$ cat src/deq_pkg.sv
// Shared types and constants for the double-ended queue.
// Holds request and status codes, cell operations and the controller states.
// Depends on nothing; every other file of the block uses it.
`timescale 1ns / 1ps

package deq_pkg;

    localparam int DEPTH     = 256;
    localparam int WORD_BITS = 32;
    localparam int DATA_W    = 32;
    localparam int REQ_W     = 2;
    localparam int STATUS_W  = 2;
    localparam int CNT_W     = $clog2(DEPTH + 1);
    localparam int IDX_W     = $clog2(DEPTH);

    typedef logic [WORD_BITS-1:0] word_t;
    typedef logic [CNT_W-1:0]     count_t;
    typedef logic [IDX_W-1:0]     idx_t;

    typedef enum logic [REQ_W-1:0] {
        REQ_PUSH_FRONT = 2'd0,
        REQ_PUSH_BACK  = 2'd1,
        REQ_POP_FRONT  = 2'd2,
        REQ_POP_BACK   = 2'd3
    } req_type_t;

    typedef enum logic [STATUS_W-1:0] {
        STATUS_DONE  = 2'd0,
        STATUS_EMPTY = 2'd1,
        STATUS_FULL  = 2'd2
    } status_t;

    typedef enum logic [2:0] {
        CELL_HOLD,
        CELL_SHIFT_UP,
        CELL_SHIFT_DOWN,
        CELL_APPEND,
        CELL_TRIM
    } cell_op_t;

    typedef enum logic {
        ST_IDLE,
        ST_BACK
    } state_t;

    // Broadcast from the controller to every cell of the row.
    typedef struct packed {
        cell_op_t op;
        word_t    word;
        logic     full;
    } cell_ctrl_t;

endpackage

$ cat src/deq_req_if.sv
// Request channel of the double-ended queue: valid/ready plus request payload.
// Depends on deq_pkg for field widths.
`timescale 1ns / 1ps

interface deq_req_if;
    logic                                valid;
    logic                                ready;
    logic [deq_pkg::REQ_W-1:0]           req_type;
    logic signed [deq_pkg::DATA_W-1:0]   push_value;

    modport source (output valid, output req_type, output push_value, input ready);
    modport sink   (input valid, input req_type, input push_value, output ready);
endinterface

$ cat src/deq_rsp_if.sv
// Response channel of the double-ended queue: valid/ready plus result payload.
// Depends on deq_pkg for field widths.
`timescale 1ns / 1ps

interface deq_rsp_if;
    logic                                valid;
    logic                                ready;
    logic [deq_pkg::STATUS_W-1:0]        status;
    logic signed [deq_pkg::DATA_W-1:0]   pop_value;
    logic [deq_pkg::CNT_W-1:0]           occupancy;
    logic                                is_empty;

    modport source (output valid, output status, output pop_value, output occupancy,
                    output is_empty, input ready);
    modport sink   (input valid, input status, input pop_value, input occupancy,
                    input is_empty, output ready);
endinterface

$ cat src/deq_ctrl.sv
// Request decoder, occupancy counter and response register of the queue.
// Depends on deq_pkg and on the deq_req_if and deq_rsp_if interfaces.
`timescale 1ns / 1ps

module deq_ctrl (
    input  logic                clk,
    input  logic                rst_n,
    deq_req_if.sink             req,
    deq_rsp_if.source           rsp,
    input  deq_pkg::word_t      front_word,
    input  deq_pkg::word_t      back_word,
    output deq_pkg::cell_ctrl_t cell_ctrl
);
    import deq_pkg::*;

    state_t  state_reg, state_next;
    count_t  count_reg, count_next;
    idx_t    wait_reg, wait_next;
    logic    out_valid_reg, out_valid_next;
    status_t status_reg, status_next;
    word_t   pop_reg, pop_next;
    count_t  occ_reg, occ_next;
    logic    empty_reg, empty_next;

    logic      accept;
    logic      load;
    logic      is_full;
    logic      is_none;
    req_type_t kind;

    assign kind    = req_type_t'(req.req_type);
    assign is_full = (count_reg == CNT_W'(DEPTH));
    assign is_none = (count_reg == '0);
    assign req.ready = (state_reg == ST_IDLE) && (!out_valid_reg || rsp.ready);
    assign accept    = req.valid && req.ready;

    always_comb
    begin
        state_next     = state_reg;
        count_next     = count_reg;
        wait_next      = wait_reg;
        load           = 1'b0;
        status_next    = status_reg;
        pop_next       = pop_reg;
        cell_ctrl.op   = CELL_HOLD;
        cell_ctrl.word = req.push_value[WORD_BITS-1:0];
        cell_ctrl.full = is_full;

        case (state_reg)
            ST_IDLE:
            begin
                if (accept)
                begin
                    load        = 1'b1;
                    status_next = STATUS_DONE;
                    pop_next    = '0;
                    case (kind)
                        REQ_PUSH_FRONT, REQ_PUSH_BACK:
                        begin
                            if (is_full)
                            begin
                                status_next = STATUS_FULL;
                            end
                            else
                            begin
                                cell_ctrl.op = (kind == REQ_PUSH_FRONT) ? CELL_SHIFT_UP
                                                                        : CELL_APPEND;
                                count_next   = count_reg + 1'b1;
                            end
                        end
                        REQ_POP_FRONT:
                        begin
                            if (is_none)
                            begin
                                status_next = STATUS_EMPTY;
                            end
                            else
                            begin
                                cell_ctrl.op = CELL_SHIFT_DOWN;
                                pop_next     = front_word;
                                count_next   = count_reg - 1'b1;
                            end
                        end
                        REQ_POP_BACK:
                        begin
                            if (is_none)
                            begin
                                status_next = STATUS_EMPTY;
                            end
                            else
                            begin
                                // The back word walks down the carry chain.
                                load         = 1'b0;
                                cell_ctrl.op = CELL_TRIM;
                                count_next   = count_reg - 1'b1;
                                wait_next    = count_next[IDX_W-1:0];
                                state_next   = ST_BACK;
                            end
                        end
                        default:
                        begin
                        end
                    endcase
                end
            end
            ST_BACK:
            begin
                if (wait_reg == '0)
                begin
                    load        = 1'b1;
                    status_next = STATUS_DONE;
                    pop_next    = back_word;
                    state_next  = ST_IDLE;
                end
                else
                begin
                    wait_next = wait_reg - 1'b1;
                end
            end
            default:
            begin
                state_next = ST_IDLE;
            end
        endcase

        occ_next   = load ? count_next : occ_reg;
        empty_next = load ? (count_next == '0) : empty_reg;
        if (!load)
        begin
            status_next = status_reg;
            pop_next    = pop_reg;
        end

        if (load)
        begin
            out_valid_next = 1'b1;
        end
        else if (rsp.ready)
        begin
            out_valid_next = 1'b0;
        end
        else
        begin
            out_valid_next = out_valid_reg;
        end
    end

    always_ff @(posedge clk or negedge rst_n)
    begin
        if (!rst_n)
        begin
            state_reg     <= ST_IDLE;
            count_reg     <= '0;
            wait_reg      <= '0;
            out_valid_reg <= 1'b0;
        end
        else
        begin
            state_reg     <= state_next;
            count_reg     <= count_next;
            wait_reg      <= wait_next;
            out_valid_reg <= out_valid_next;
        end
    end

    always_ff @(posedge clk)
    begin
        status_reg <= status_next;
        pop_reg    <= pop_next;
        occ_reg    <= occ_next;
        empty_reg  <= empty_next;
    end

    assign rsp.valid     = out_valid_reg;
    assign rsp.status    = status_reg;
    assign rsp.pop_value = DATA_W'(pop_reg);
    assign rsp.occupancy = occ_reg;
    assign rsp.is_empty  = empty_reg;

endmodule

$ cat src/flat_wrapper.sv
// flat-port wrapper written by rule: the top's interface ports become plain ports
module deq_ctrl_flat import deq_pkg::*;
  (clk, rst_n, front_word, back_word, cell_ctrl, req_valid, req_req_type, req_push_value, req_ready, rsp_valid, rsp_status, rsp_pop_value, rsp_occupancy, rsp_is_empty, rsp_ready);
  deq_req_if req_i ();
  deq_rsp_if rsp_i ();
  input  logic clk;
  input  logic rst_n;
  input  deq_pkg::word_t front_word;
  input  deq_pkg::word_t back_word;
  output deq_pkg::cell_ctrl_t cell_ctrl;
  input wire logic [$bits(req_i.valid)-1:0] req_valid;
  input wire logic [$bits(req_i.req_type)-1:0] req_req_type;
  input wire logic [$bits(req_i.push_value)-1:0] req_push_value;
  output wire logic [$bits(req_i.ready)-1:0] req_ready;
  output wire logic [$bits(rsp_i.valid)-1:0] rsp_valid;
  output wire logic [$bits(rsp_i.status)-1:0] rsp_status;
  output wire logic [$bits(rsp_i.pop_value)-1:0] rsp_pop_value;
  output wire logic [$bits(rsp_i.occupancy)-1:0] rsp_occupancy;
  output wire logic [$bits(rsp_i.is_empty)-1:0] rsp_is_empty;
  input wire logic [$bits(rsp_i.ready)-1:0] rsp_ready;
  assign req_i.valid = req_valid;
  assign req_i.req_type = req_req_type;
  assign req_i.push_value = req_push_value;
  assign req_ready = req_i.ready;
  assign rsp_valid = rsp_i.valid;
  assign rsp_status = rsp_i.status;
  assign rsp_pop_value = rsp_i.pop_value;
  assign rsp_occupancy = rsp_i.occupancy;
  assign rsp_is_empty = rsp_i.is_empty;
  assign rsp_i.ready = rsp_ready;
  deq_ctrl u_core (.clk(clk), .rst_n(rst_n), .req(req_i), .rsp(rsp_i), .front_word(front_word), .back_word(back_word), .cell_ctrl(cell_ctrl));
endmodule
$ cat config.mk
export PLATFORM = sky130hd
export DESIGN_NAME = deq_ctrl_flat
export DESIGN_NICKNAME = d
export VERILOG_FILES = /design/src/deq_pkg.sv /design/src/deq_req_if.sv /design/src/deq_rsp_if.sv /design/src/deq_ctrl.sv /design/src/flat_wrapper.sv
export SDC_FILE = /design/constraint.sdc
export NUM_CORES = 1
export LEC_CHECK = 0
export BUFFER_PORTS_ARGS = -buffer_cell sky130_fd_sc_hd__clkbuf_2
export CORE_ASPECT_RATIO = 1.2
export CORE_UTILIZATION = 45
export DETAILED_ROUTE_END_ITERATION = 12
export GPL_TIMING_DRIVEN = 0
export PLACE_DENSITY = 0.79
export REMOVE_ABC_BUFFERS = 1
export SKIP_CTS_REPAIR_TIMING = 1
export SLEW_MARGIN = 10
export SYNTH_ARGS = -nofsm -noshare
export SYNTH_HDL_FRONTEND = slang
export SYNTH_SLANG_ARGS = --single-unit
$ cat constraint.sdc
create_clock -name clk -period 5.54 [get_ports clk]
set_input_delay 1.108 -clock clk [delete_from_list [all_inputs] [get_ports clk]]
set_output_delay 1.108 -clock clk [all_outputs]
set_load 0.005 [all_outputs]
Word-level counts from Yosys, hierarchy flattened

Index checks and enable logic that the tools add are counted.

Reduce and logical (&&, ||, !) cells: 13
Muxes and demuxes: 40
Add/sub/neg operators: 3
Eq/ne operators: 9
Bitwise gates (word level): 1

Operators with widths:

| operator            | number |
|---|---|
| $mux 32             | 4 |
| $pmux 32 s2         | 1 |
| $mux 9              | 4 |
| $mux 8              | 4 |
| $logic_not 9->1     | 2 |
| $pmux 9 s2          | 1 |
| $pmux 8 s2          | 1 |
| $mux 3              | 4 |
| $mux 1              | 11 |
| $mux 2              | 5 |
| $add 9x1->9 const B | 1 |
| $eq 9x9->1 const B  | 1 |
| $pmux 3 s3          | 1 |
| $sub 9x1->9 const B | 1 |
| $logic_not 8->1     | 1 |
| $ne 2x2->1 const B  | 4 |
| $pmux 2 s2          | 2 |
| $sub 8x1->8 const B | 1 |
| $eq 2x2->1 const B  | 2 |
| $pmux 1 s2          | 2 |
| $reduce_and 4->1    | 1 |
| $reduce_or 2->1     | 2 |
| $reduce_and 3->1    | 1 |
| $eq 2x1->1 const B  | 1 |
| other kinds (7)     | 8 |

Output and inout bits: 82
Register bits after elaboration: 63
Word-level logic and storage cells: 74
Input port bits: 102

Logic depth before layout (Yosys ltp)

Gate-level depths: netlist of run 1.

Word-level depth: 7
Depth in mapped cells: 9
Mapped depth without buffers: 9

Least setup slack after synthesis of run 1

No wires, ideal clock.

Kind: reg2reg
Start: reg u_core.wait_reg[4]
End: reg u_core.pop_reg[0] (netlist: u_core.rsp.pop_value[0]), enable pin
Data required time: 5.067 ns
Path buffers: 0
Arrival: 3.517 ns
Slack: 1.551 ns
Library setup time: 0.473 ns
Period minus slack after synthesis: 3.989 ns
Stages on the path, launching flop included: 4
Cells stage by stage: dfrtp_1 > nor4_1 > nand2_1 > o21ai_0

Cells in the longest elaborated chain, start to end: 4
Elaborated cells between the ends (all ways): 5
Classes of those cells: eq/ne (1); mux (2); reduce/logical (2)

RTL lines:

| what                         | line            | RTL |
|---|---|---|
| start: declaration           | deq_ctrl.sv:18  | `idx_t wait_reg, wait_next;` |
| start signal: assignment     | deq_ctrl.sv:161 | `wait_reg <= wait_next;` |
| $logic_not 8->1 *            | deq_ctrl.sv:108 | `if (wait_reg == '0)` |
| $mux 1                       | deq_ctrl.sv:108 |  |
| $pmux 1 s2                   | deq_ctrl.sv:49  | `case (state_reg)` |
| $reduce_and 3->1 (no line) * | n/a             |  |
| end signal: assignment       | deq_ctrl.sv:169 | `pop_reg <= pop_next;` |
| end: declaration             | deq_ctrl.sv:21  | `word_t pop_reg, pop_next;` |

Mark *: on every way between the ends. The rest lies on a longest branch, timed or not.
A chain may end at the register's enable or synchronous reset.

==> run summary, run 1 <==
outcome - completed
Worst Path Buf+Inv - 2
vias in the first global route - 2651
TNS Setup - 0 ns
Layout Nets - 500
Total Routing Usage GR - 0.232
hold_sp - u_core.rsp.valid
worst reg2reg setup slack - 2.58 ns
internal power - 0.00107 W
Initial Util - 0.469
Worst-path clk slew - 0.07 ns
final period utilization - 0.666
WL final - 9130 um
clock root buffer - clkbuf_8
critical path startpoint category - flip-flop
via count - 2757
Worst EP arrival - 2.58 ns
layout cells sized above 1 - 0.382
P_leak - 1.71 nW
max-cap viol count - 0
Reg2Reg Capture Point - u_core.rsp.occupancy[1]
Sw Ratio - 0.360
number of synthesized register bits - 63
Clock Latency Late Sink - 0.35 ns
final hold viol count - 0
Clock Power Share - 0.233
ANT cells - 0
Worst Path Required - 4.43 ns
Power Dens Cells - 410 nW/um2
final worst slack - 1.85 ns
crit path max fanout - 47
largest cells by area after synthesis - edfxtp_1 (38%), dfrtp_1 (14%), a22o_1 (8.2%)
post-synth top area share - 0.385
Top Ports - 184
register area share after synthesis - 0.523
post-synthesis instance total - 309
input/output buffers - 119
RePlAce Congestion - 0.885
Critical R2R Launch - u_core.state_reg
measured slew at the worst slew-check pin - 0.883 ns
Total Power - 0.00168 W
DP HPWL - 6890 um
first-pass GRT wire length - 13300 um
Area growth syn-to-layout - 19.0%
die area - 7990 um2
Cell Count Post-Placement - 472
Tmin final - 3.69 ns
antenna violations before repair - 0
crit-path cells - nand2b_1 -> nor2_1 -> nand3_4 -> inv_2 -> clkbuf_2
most common cell in the netlist - edfxtp_1
Distinct cells, synth - 51
H-tree lvl count - 3
leading area contributor after synthesis - edfxtp_1
number of stages on the worst setup path - 5
TritonCTS clock tree - done
peak supply drop - 183 uV
Slew Limit Fails - 0
P_sw - 0.000603 W
FILL cells - 629
Synth Warn # - 0
Post-Syn Area - 3430 um2
Max clock buf depth - 2
CP max-delay cell - dfrtp_2
DR WL/cell - 18.7 um
asr flop ratio synth - 0.302
Placement Setup Slack - 1.97 ns
Remaining DRCs - 0
max_slew headroom - 0.409
endpoint class of the critical path - primary output
Post-Layout Cell Count - 488
family with the most delay on the worst path - simple AND/OR/NAND/NOR gates
HP Class - flip-flop to flip-flop
total CTS buffers - 9
vias per inst - 5.65
Vert. Die Dim - 97.7 um
top cells by instance count after synthesis - edfxtp_1 (44), buf_4 (33), a22o_1 (32), nor2_1 (21), dfrtp_1 (19)
slowest stage delay, CP - 0.72 ns
RSZ-0062 raised after global routing - false
total grt overflow - 0
# rows - 34
Setup Crit Path Kind - flip-flop to primary output
Synth Flop Type - edfxtp_1
FMAX - 271 MHz
clock sink total - 63
final setup fails - 0
Comb power frac - 0.312
Starting DRT DRC Count - 103
reg2reg path depth - 5
drt pass-1 iters - 4
Avg Inst Size Synth - 11.1 um2
Die Width - 81.8 um
Detail Route Antenna Nets - 0
Flop pwr share - 0.455
Clock Skew - 0.0101 ns
Setup crit end - cell_ctrl[35]
max reg flops - 32
Core Region - 7320 um2
crit path launch - u_core.state_reg
Post-synth EDFFs - 44
pin count of the biggest net entering global routing - 48
## how the worst min path moves through the flow
stage,end,slack [ns],cells after the start
after global routing,u_core.rsp.valid,0.58,2
after detailed placement,u_core.rsp.valid,0.53,2
after floorplan,u_core.wait_reg[5],0.50,2
after global placement,u_core.rsp.valid,0.52,2
after CTS,u_core.rsp.valid,0.55,2
final,u_core.rsp.valid,0.54,2
## metal layers
metal	vias up	wire length, um	GRT usage
li1	1288	-	-
met1	1285	3910	0.289
met2	171	4080	0.348
met3	13	992	0.110
met4	0	143	0.0783
met5	-	0	0.0267
## logic make-up (layout without fill, tap and decap cells)
logic type	after synthesis	after routing	synth area share
AND/OR/NAND/NOR	90	90	0.145
XOR/XNOR	10	10	0.0255
multiplexers	1	1	0.00291
buffers and inverters	62	151	0.107
flip-flops	63	63	0.523
adder cells (fa/ha/maj)	5	5	0.0182
AO/OA/AOI/OAI	78	78	0.178
## cell type report
cell class | instances | area, um2 | area share
clock buffers | 9 | 124 | 0.0303
clock inverters | 7 | 73.8 | 0.0181
inverters | 12 | 47.5 | 0.0116
multi-input cells | 184 | 1290 | 0.315
flip-flops and latches | 63 | 1800 | 0.440
well taps | 90 | 113 | 0.0275
repair buffers | 123 | 646 | 0.158
## cell usage in the layout, fill, tap and decap left out, drive strengths merged, types with 2 or more instances in the layout
cell / synthesis / layout
a21oi: 10 / 10
a221o: 2 / 2
a221oi: 3 / 3
a22o: 32 / 32
a31oi: 3 / 3
a32oi: 2 / 2
and3: 2 / 2
buf: 35 / 4
clkbuf: 15 / 128
clkinv: 0 / 3
clkinvlp: 0 / 3
dfrtp: 19 / 19
edfxtp: 44 / 44
ha: 5 / 5
inv: 12 / 12
nand2: 16 / 16
nand2b: 5 / 5
nand3: 6 / 6
nand3b: 2 / 2
nand4: 3 / 3
nand4b: 2 / 2
nor2: 21 / 21
nor2b: 2 / 2
nor3: 11 / 11
nor3b: 7 / 7
nor4: 5 / 5
o21ai: 16 / 16
o221a: 2 / 2
or3: 2 / 2
or3b: 2 / 2
or4: 2 / 2
xnor2: 6 / 6
xor2: 4 / 4
## stage by stage
step            util  area (um2)  hold slack [ns]
2_1_floorplan      -        3110            0.501
3_5_place_dp   0.532        3890            0.528
4_1_cts        0.559        4090            0.547
6_report       0.559        4090            0.544
5_1_grt        0.559        4090            0.583
3_3_place_gp   0.522        3820            0.524
## power groups by stage
stage / clock, W / combinational (W) / sequential, W
3_5_place_dp: 0 / 0.000520 / 0.000766
6_report: 0.000390 / 0.000523 / 0.000762
4_1_cts: 0.000401 / 0.000523 / 0.000758
2_1_floorplan: 0 / 0.000337 / 0.000740
5_1_grt: 0.000421 / 0.000585 / 0.000776
3_3_place_gp: 0 / 0.000488 / 0.000765
## worst reg2reg max path: stages, from the launching register on
cell	delay, ns
dfrtp_2	0.72
nand2b_1	0.34
nor2_1	0.69
nand2_1	0.24
o21ai_1	0.38
buf_4	0.28
Note: power is estimated with default switching activity, not from simulation.
==> inputs of run 2 (changes only) <==
--- a/config.mk
+++ b/config.mk
@@ -7,10 +7,10 @@
 export LEC_CHECK = 0
 export BUFFER_PORTS_ARGS = -buffer_cell sky130_fd_sc_hd__clkbuf_2
 export CORE_ASPECT_RATIO = 1.2
-export CORE_UTILIZATION = 45
+export CORE_UTILIZATION = 41
 export DETAILED_ROUTE_END_ITERATION = 12
 export GPL_TIMING_DRIVEN = 0
-export PLACE_DENSITY = 0.79
+export PLACE_DENSITY = 0.76
 export REMOVE_ABC_BUFFERS = 1
 export SKIP_CTS_REPAIR_TIMING = 1
 export SLEW_MARGIN = 10
==> constraint.sdc (replaced) <==
create_clock -name clk -period 3.2 [get_ports clk]
set_input_delay 0.64 -clock clk [delete_from_list [all_inputs] [get_ports clk]]
set_output_delay 0.64 -clock clk [all_outputs]
set_load 0.005 [all_outputs]
==> run 2 against run 1 <==
Sequential power is 73% higher. Sequential cell count stayed put. Utilization is 5.3 points lower. Critical path depth is 3 higher. First-iteration DRC count is 100% higher. Cell area is 0.34% higher. Cell count is 1.0% higher. Clock power is 73% higher. Setup slack worse by 1.7 ns. Die area is 9.5% higher. Via count is 0.65% higher. Combinational power is 71% higher.
==> run summary, run 2 (synthesized netlist as in run 1, its figures left out) <==
Comb power frac - 0.310 (-0.002)
max-cap viol count - 0 (unchanged)
most frequent cells in the layout - clkbuf_2 (119), edfxtp_1 (44), a22o_1 (32)
Placement Setup Slack - 0.332 ns (-1.64 ns)
Clock Latency Late Sink - 0.34 ns (about the same)
final setup fails - 0 (unchanged)
clock root buffer - clkbuf_8
FMAX - 329 MHz
Die Width - 85.6 um (+4.6%)
ANT cells - 0 (unchanged)
pin count of the biggest net entering global routing - 48 (unchanged)
HP Class - input pin to async pin
WL final - 9360 um (+2.5%)
Tmin final - 3.04 ns
Sw Ratio - 0.353 (-0.00698)
antenna violations before repair - 0 (unchanged)
Vert. Die Dim - 102 um (+4.7%)
clock sink total - 63 (unchanged)
Cell Count Post-Placement - 477 (+1.1%)
outcome - completed
via count - 2775 (+0.65%)
Max clock buf depth - 2 (unchanged)
reg2reg path depth - 8 (+3)
Slew Limit Fails - 0 (unchanged)
# rows - 36 (+5.9%)
Power Dens Cells - 706 nW/um2 (+72%)
P_sw - 0.00102 W (+69%)
Initial Util - 0.424 (-0.0458)
endpoint class of the critical path - primary output
Starting DRT DRC Count - 206 (+100%)
final worst slack - 0.164 ns (-1.68 ns)
critical path startpoint category - flip-flop
input/output buffers - 119 (unchanged)
layout cells sized above 1 - 0.387 (+0.00503)
internal power - 0.00187 W (+75%)
max_slew headroom - 0.418 (+0.00966)
Reg2Reg Capture Point - u_core.rsp.occupancy[8]
final hold slack - 0.256 ns (-0.288 ns)
vias in the first global route - 2603 (-1.8%)
total CTS buffers - 9 (unchanged)
Layout Nets - 500 (unchanged)
Flop pwr share - 0.457 (+0.002)
slowest stage delay, CP - 0.50 ns (-0.22 ns)
drt pass-1 iters - 5 (+1)
Clock Skew - 0.00876 ns (-0.00136 ns)
first-pass GRT wire length - 13500 um (+1.3%)
Worst Path Required - 2.56 ns (-1.87 ns)
crit-path cells - inv_1 -> ha_1 -> or3b_2 -> o31ai_2 -> nor2_1 -> a21oi_1 -> nor2_1 -> clkbuf_2
final hold viol count - 0 (unchanged)
crit path max fanout - 5 (-89%)
peak supply drop - 228 uV (+25%)
RePlAce Congestion - 0.880 (-0.61%)
Worst-path clk slew - 0.07 ns (about the same)
H-tree lvl count - 3 (unchanged)
area occupied by registers - 1800 um2 (unchanged)
Area growth syn-to-layout - 19.4%
Core Util, Final - 0.506 (-0.0528)
Top Ports - 184 (unchanged)
Core Region - 8110 um2 (+11%)
max reg flops - 32 (unchanged)
DR WL/cell - 19.0 um (+1.4%)
Critical Path Most Common Cell - nor2_1
commonest non-fill, non-tap cell in the layout - clkbuf_2
Remaining DRCs - 0 (unchanged)
Clock Power Share - 0.233 (about the same)
CP max-delay cell - or3b_2
TritonCTS clock tree - done
area of the multi-input gates - 1290 um2 (+0.58%)
RSZ-0062 raised after global routing - false
P_leak - 1.72 nW (+0.66%)
Worst EP arrival - 2.40 ns (-0.18 ns)
measured slew at the worst slew-check pin - 0.872 ns (-0.0112 ns)
Detail Route Antenna Nets - 0 (unchanged)
worst reg2reg setup slack - 0.46 ns (-2.12 ns)
FILL cells - 705 (+12%)
final period utilization - 0.949
vias per inst - 5.63 (-0.37%)
Total Routing Usage GR - 0.213 (-0.0196)
Critical R2R Launch - u_core.count_reg[0]
Setup Crit Path Kind - flip-flop to primary output
DP HPWL - 6910 um (+0.35%)
die area - 8750 um2 (+9.5%)
total grt overflow - 0 (unchanged)
Post-Layout Cell Count - 493 (+1.0%)
-- run 2: cell types whose count changed in the layout (fill, tap and decap cells not counted), sizes merged --
cell / before / now
clkinv: 3 / 4
clkinvlp: 3 / 1
clkbuf: 128 / 129
-- run 2: power by group through the flow --
stage	Sequential, W	Clock, W	Combinational (W)
final	0.00132	0.000675	0.000896
after floorplan	0.00128	0	0.000583
after CTS	0.00132	0.000702	0.000893
after global routing	0.00135	0.000729	0.000994
after global placement	0.00133	0	0.000844
after detailed placement	0.00133	0	0.000888
-- run 2: how the worst max path moves through the flow --
stage / from / end / cells past startpoint
3_5_place_dp: u_core.state_reg / u_core.rsp.is_empty / 5
3_3_place_gp: u_core.state_reg / u_core.rsp.pop_value[21] / 2
4_1_cts: u_core.state_reg / cell_ctrl[35] / 5
2_1_floorplan: u_core.state_reg / u_core.rsp.pop_value[0] / 2
6_report: u_core.count_reg[0] / cell_ctrl[34] / 8
5_1_grt: u_core.count_reg[0] / cell_ctrl[34] / 8
-- run 2: metrics by stage --
stage,power [W],instance area (um2),setup TNS [ns]
3_5_place_dp,0.00222,3900,0
2_1_floorplan,0.00186,3110,-34.04
6_report,0.00290,4100,0
4_1_cts,0.00291,4090,-0.0481
3_3_place_gp,0.00217,3830,-100.27
5_1_grt,0.00307,4100,0
-- run 2: worst max-delay path: cells and delay by family, from the launching register on --
| family | cells | cell delay [ns] |
|---|---|---|
| AO/OA/AOI/OAI | 2 | 0.43 |
| adder cells (fa/ha/maj) | 1 | 0.23 |
| buffers and inverters | 2 | 0.35 |
| flip-flops | 1 | 0.42 |
| AND/OR/NAND/NOR | 3 | 0.63 |
-- run 2: cell type report --
type                            count  share of cell area
Clock buffer                       10              0.0336
Clock inverter                      6              0.0146
Inverter                           12              0.0116
Multi-Input combinational cell    184               0.315
Sequential cell                    63               0.438
Tap cell                           95              0.0290
Timing Repair Buffer              123               0.157
-- run 2: routing by layer --
layer	part of all wire	wire [um]	vias up	GRT usage
met1	0.42	3930	1286	0.258
met4	0.021	195	0	0.0962
met2	0.43	4040	173	0.322
met5	0	0	-	0.00568
met3	0.13	1190	20	0.100
li1	-	-	1296	-
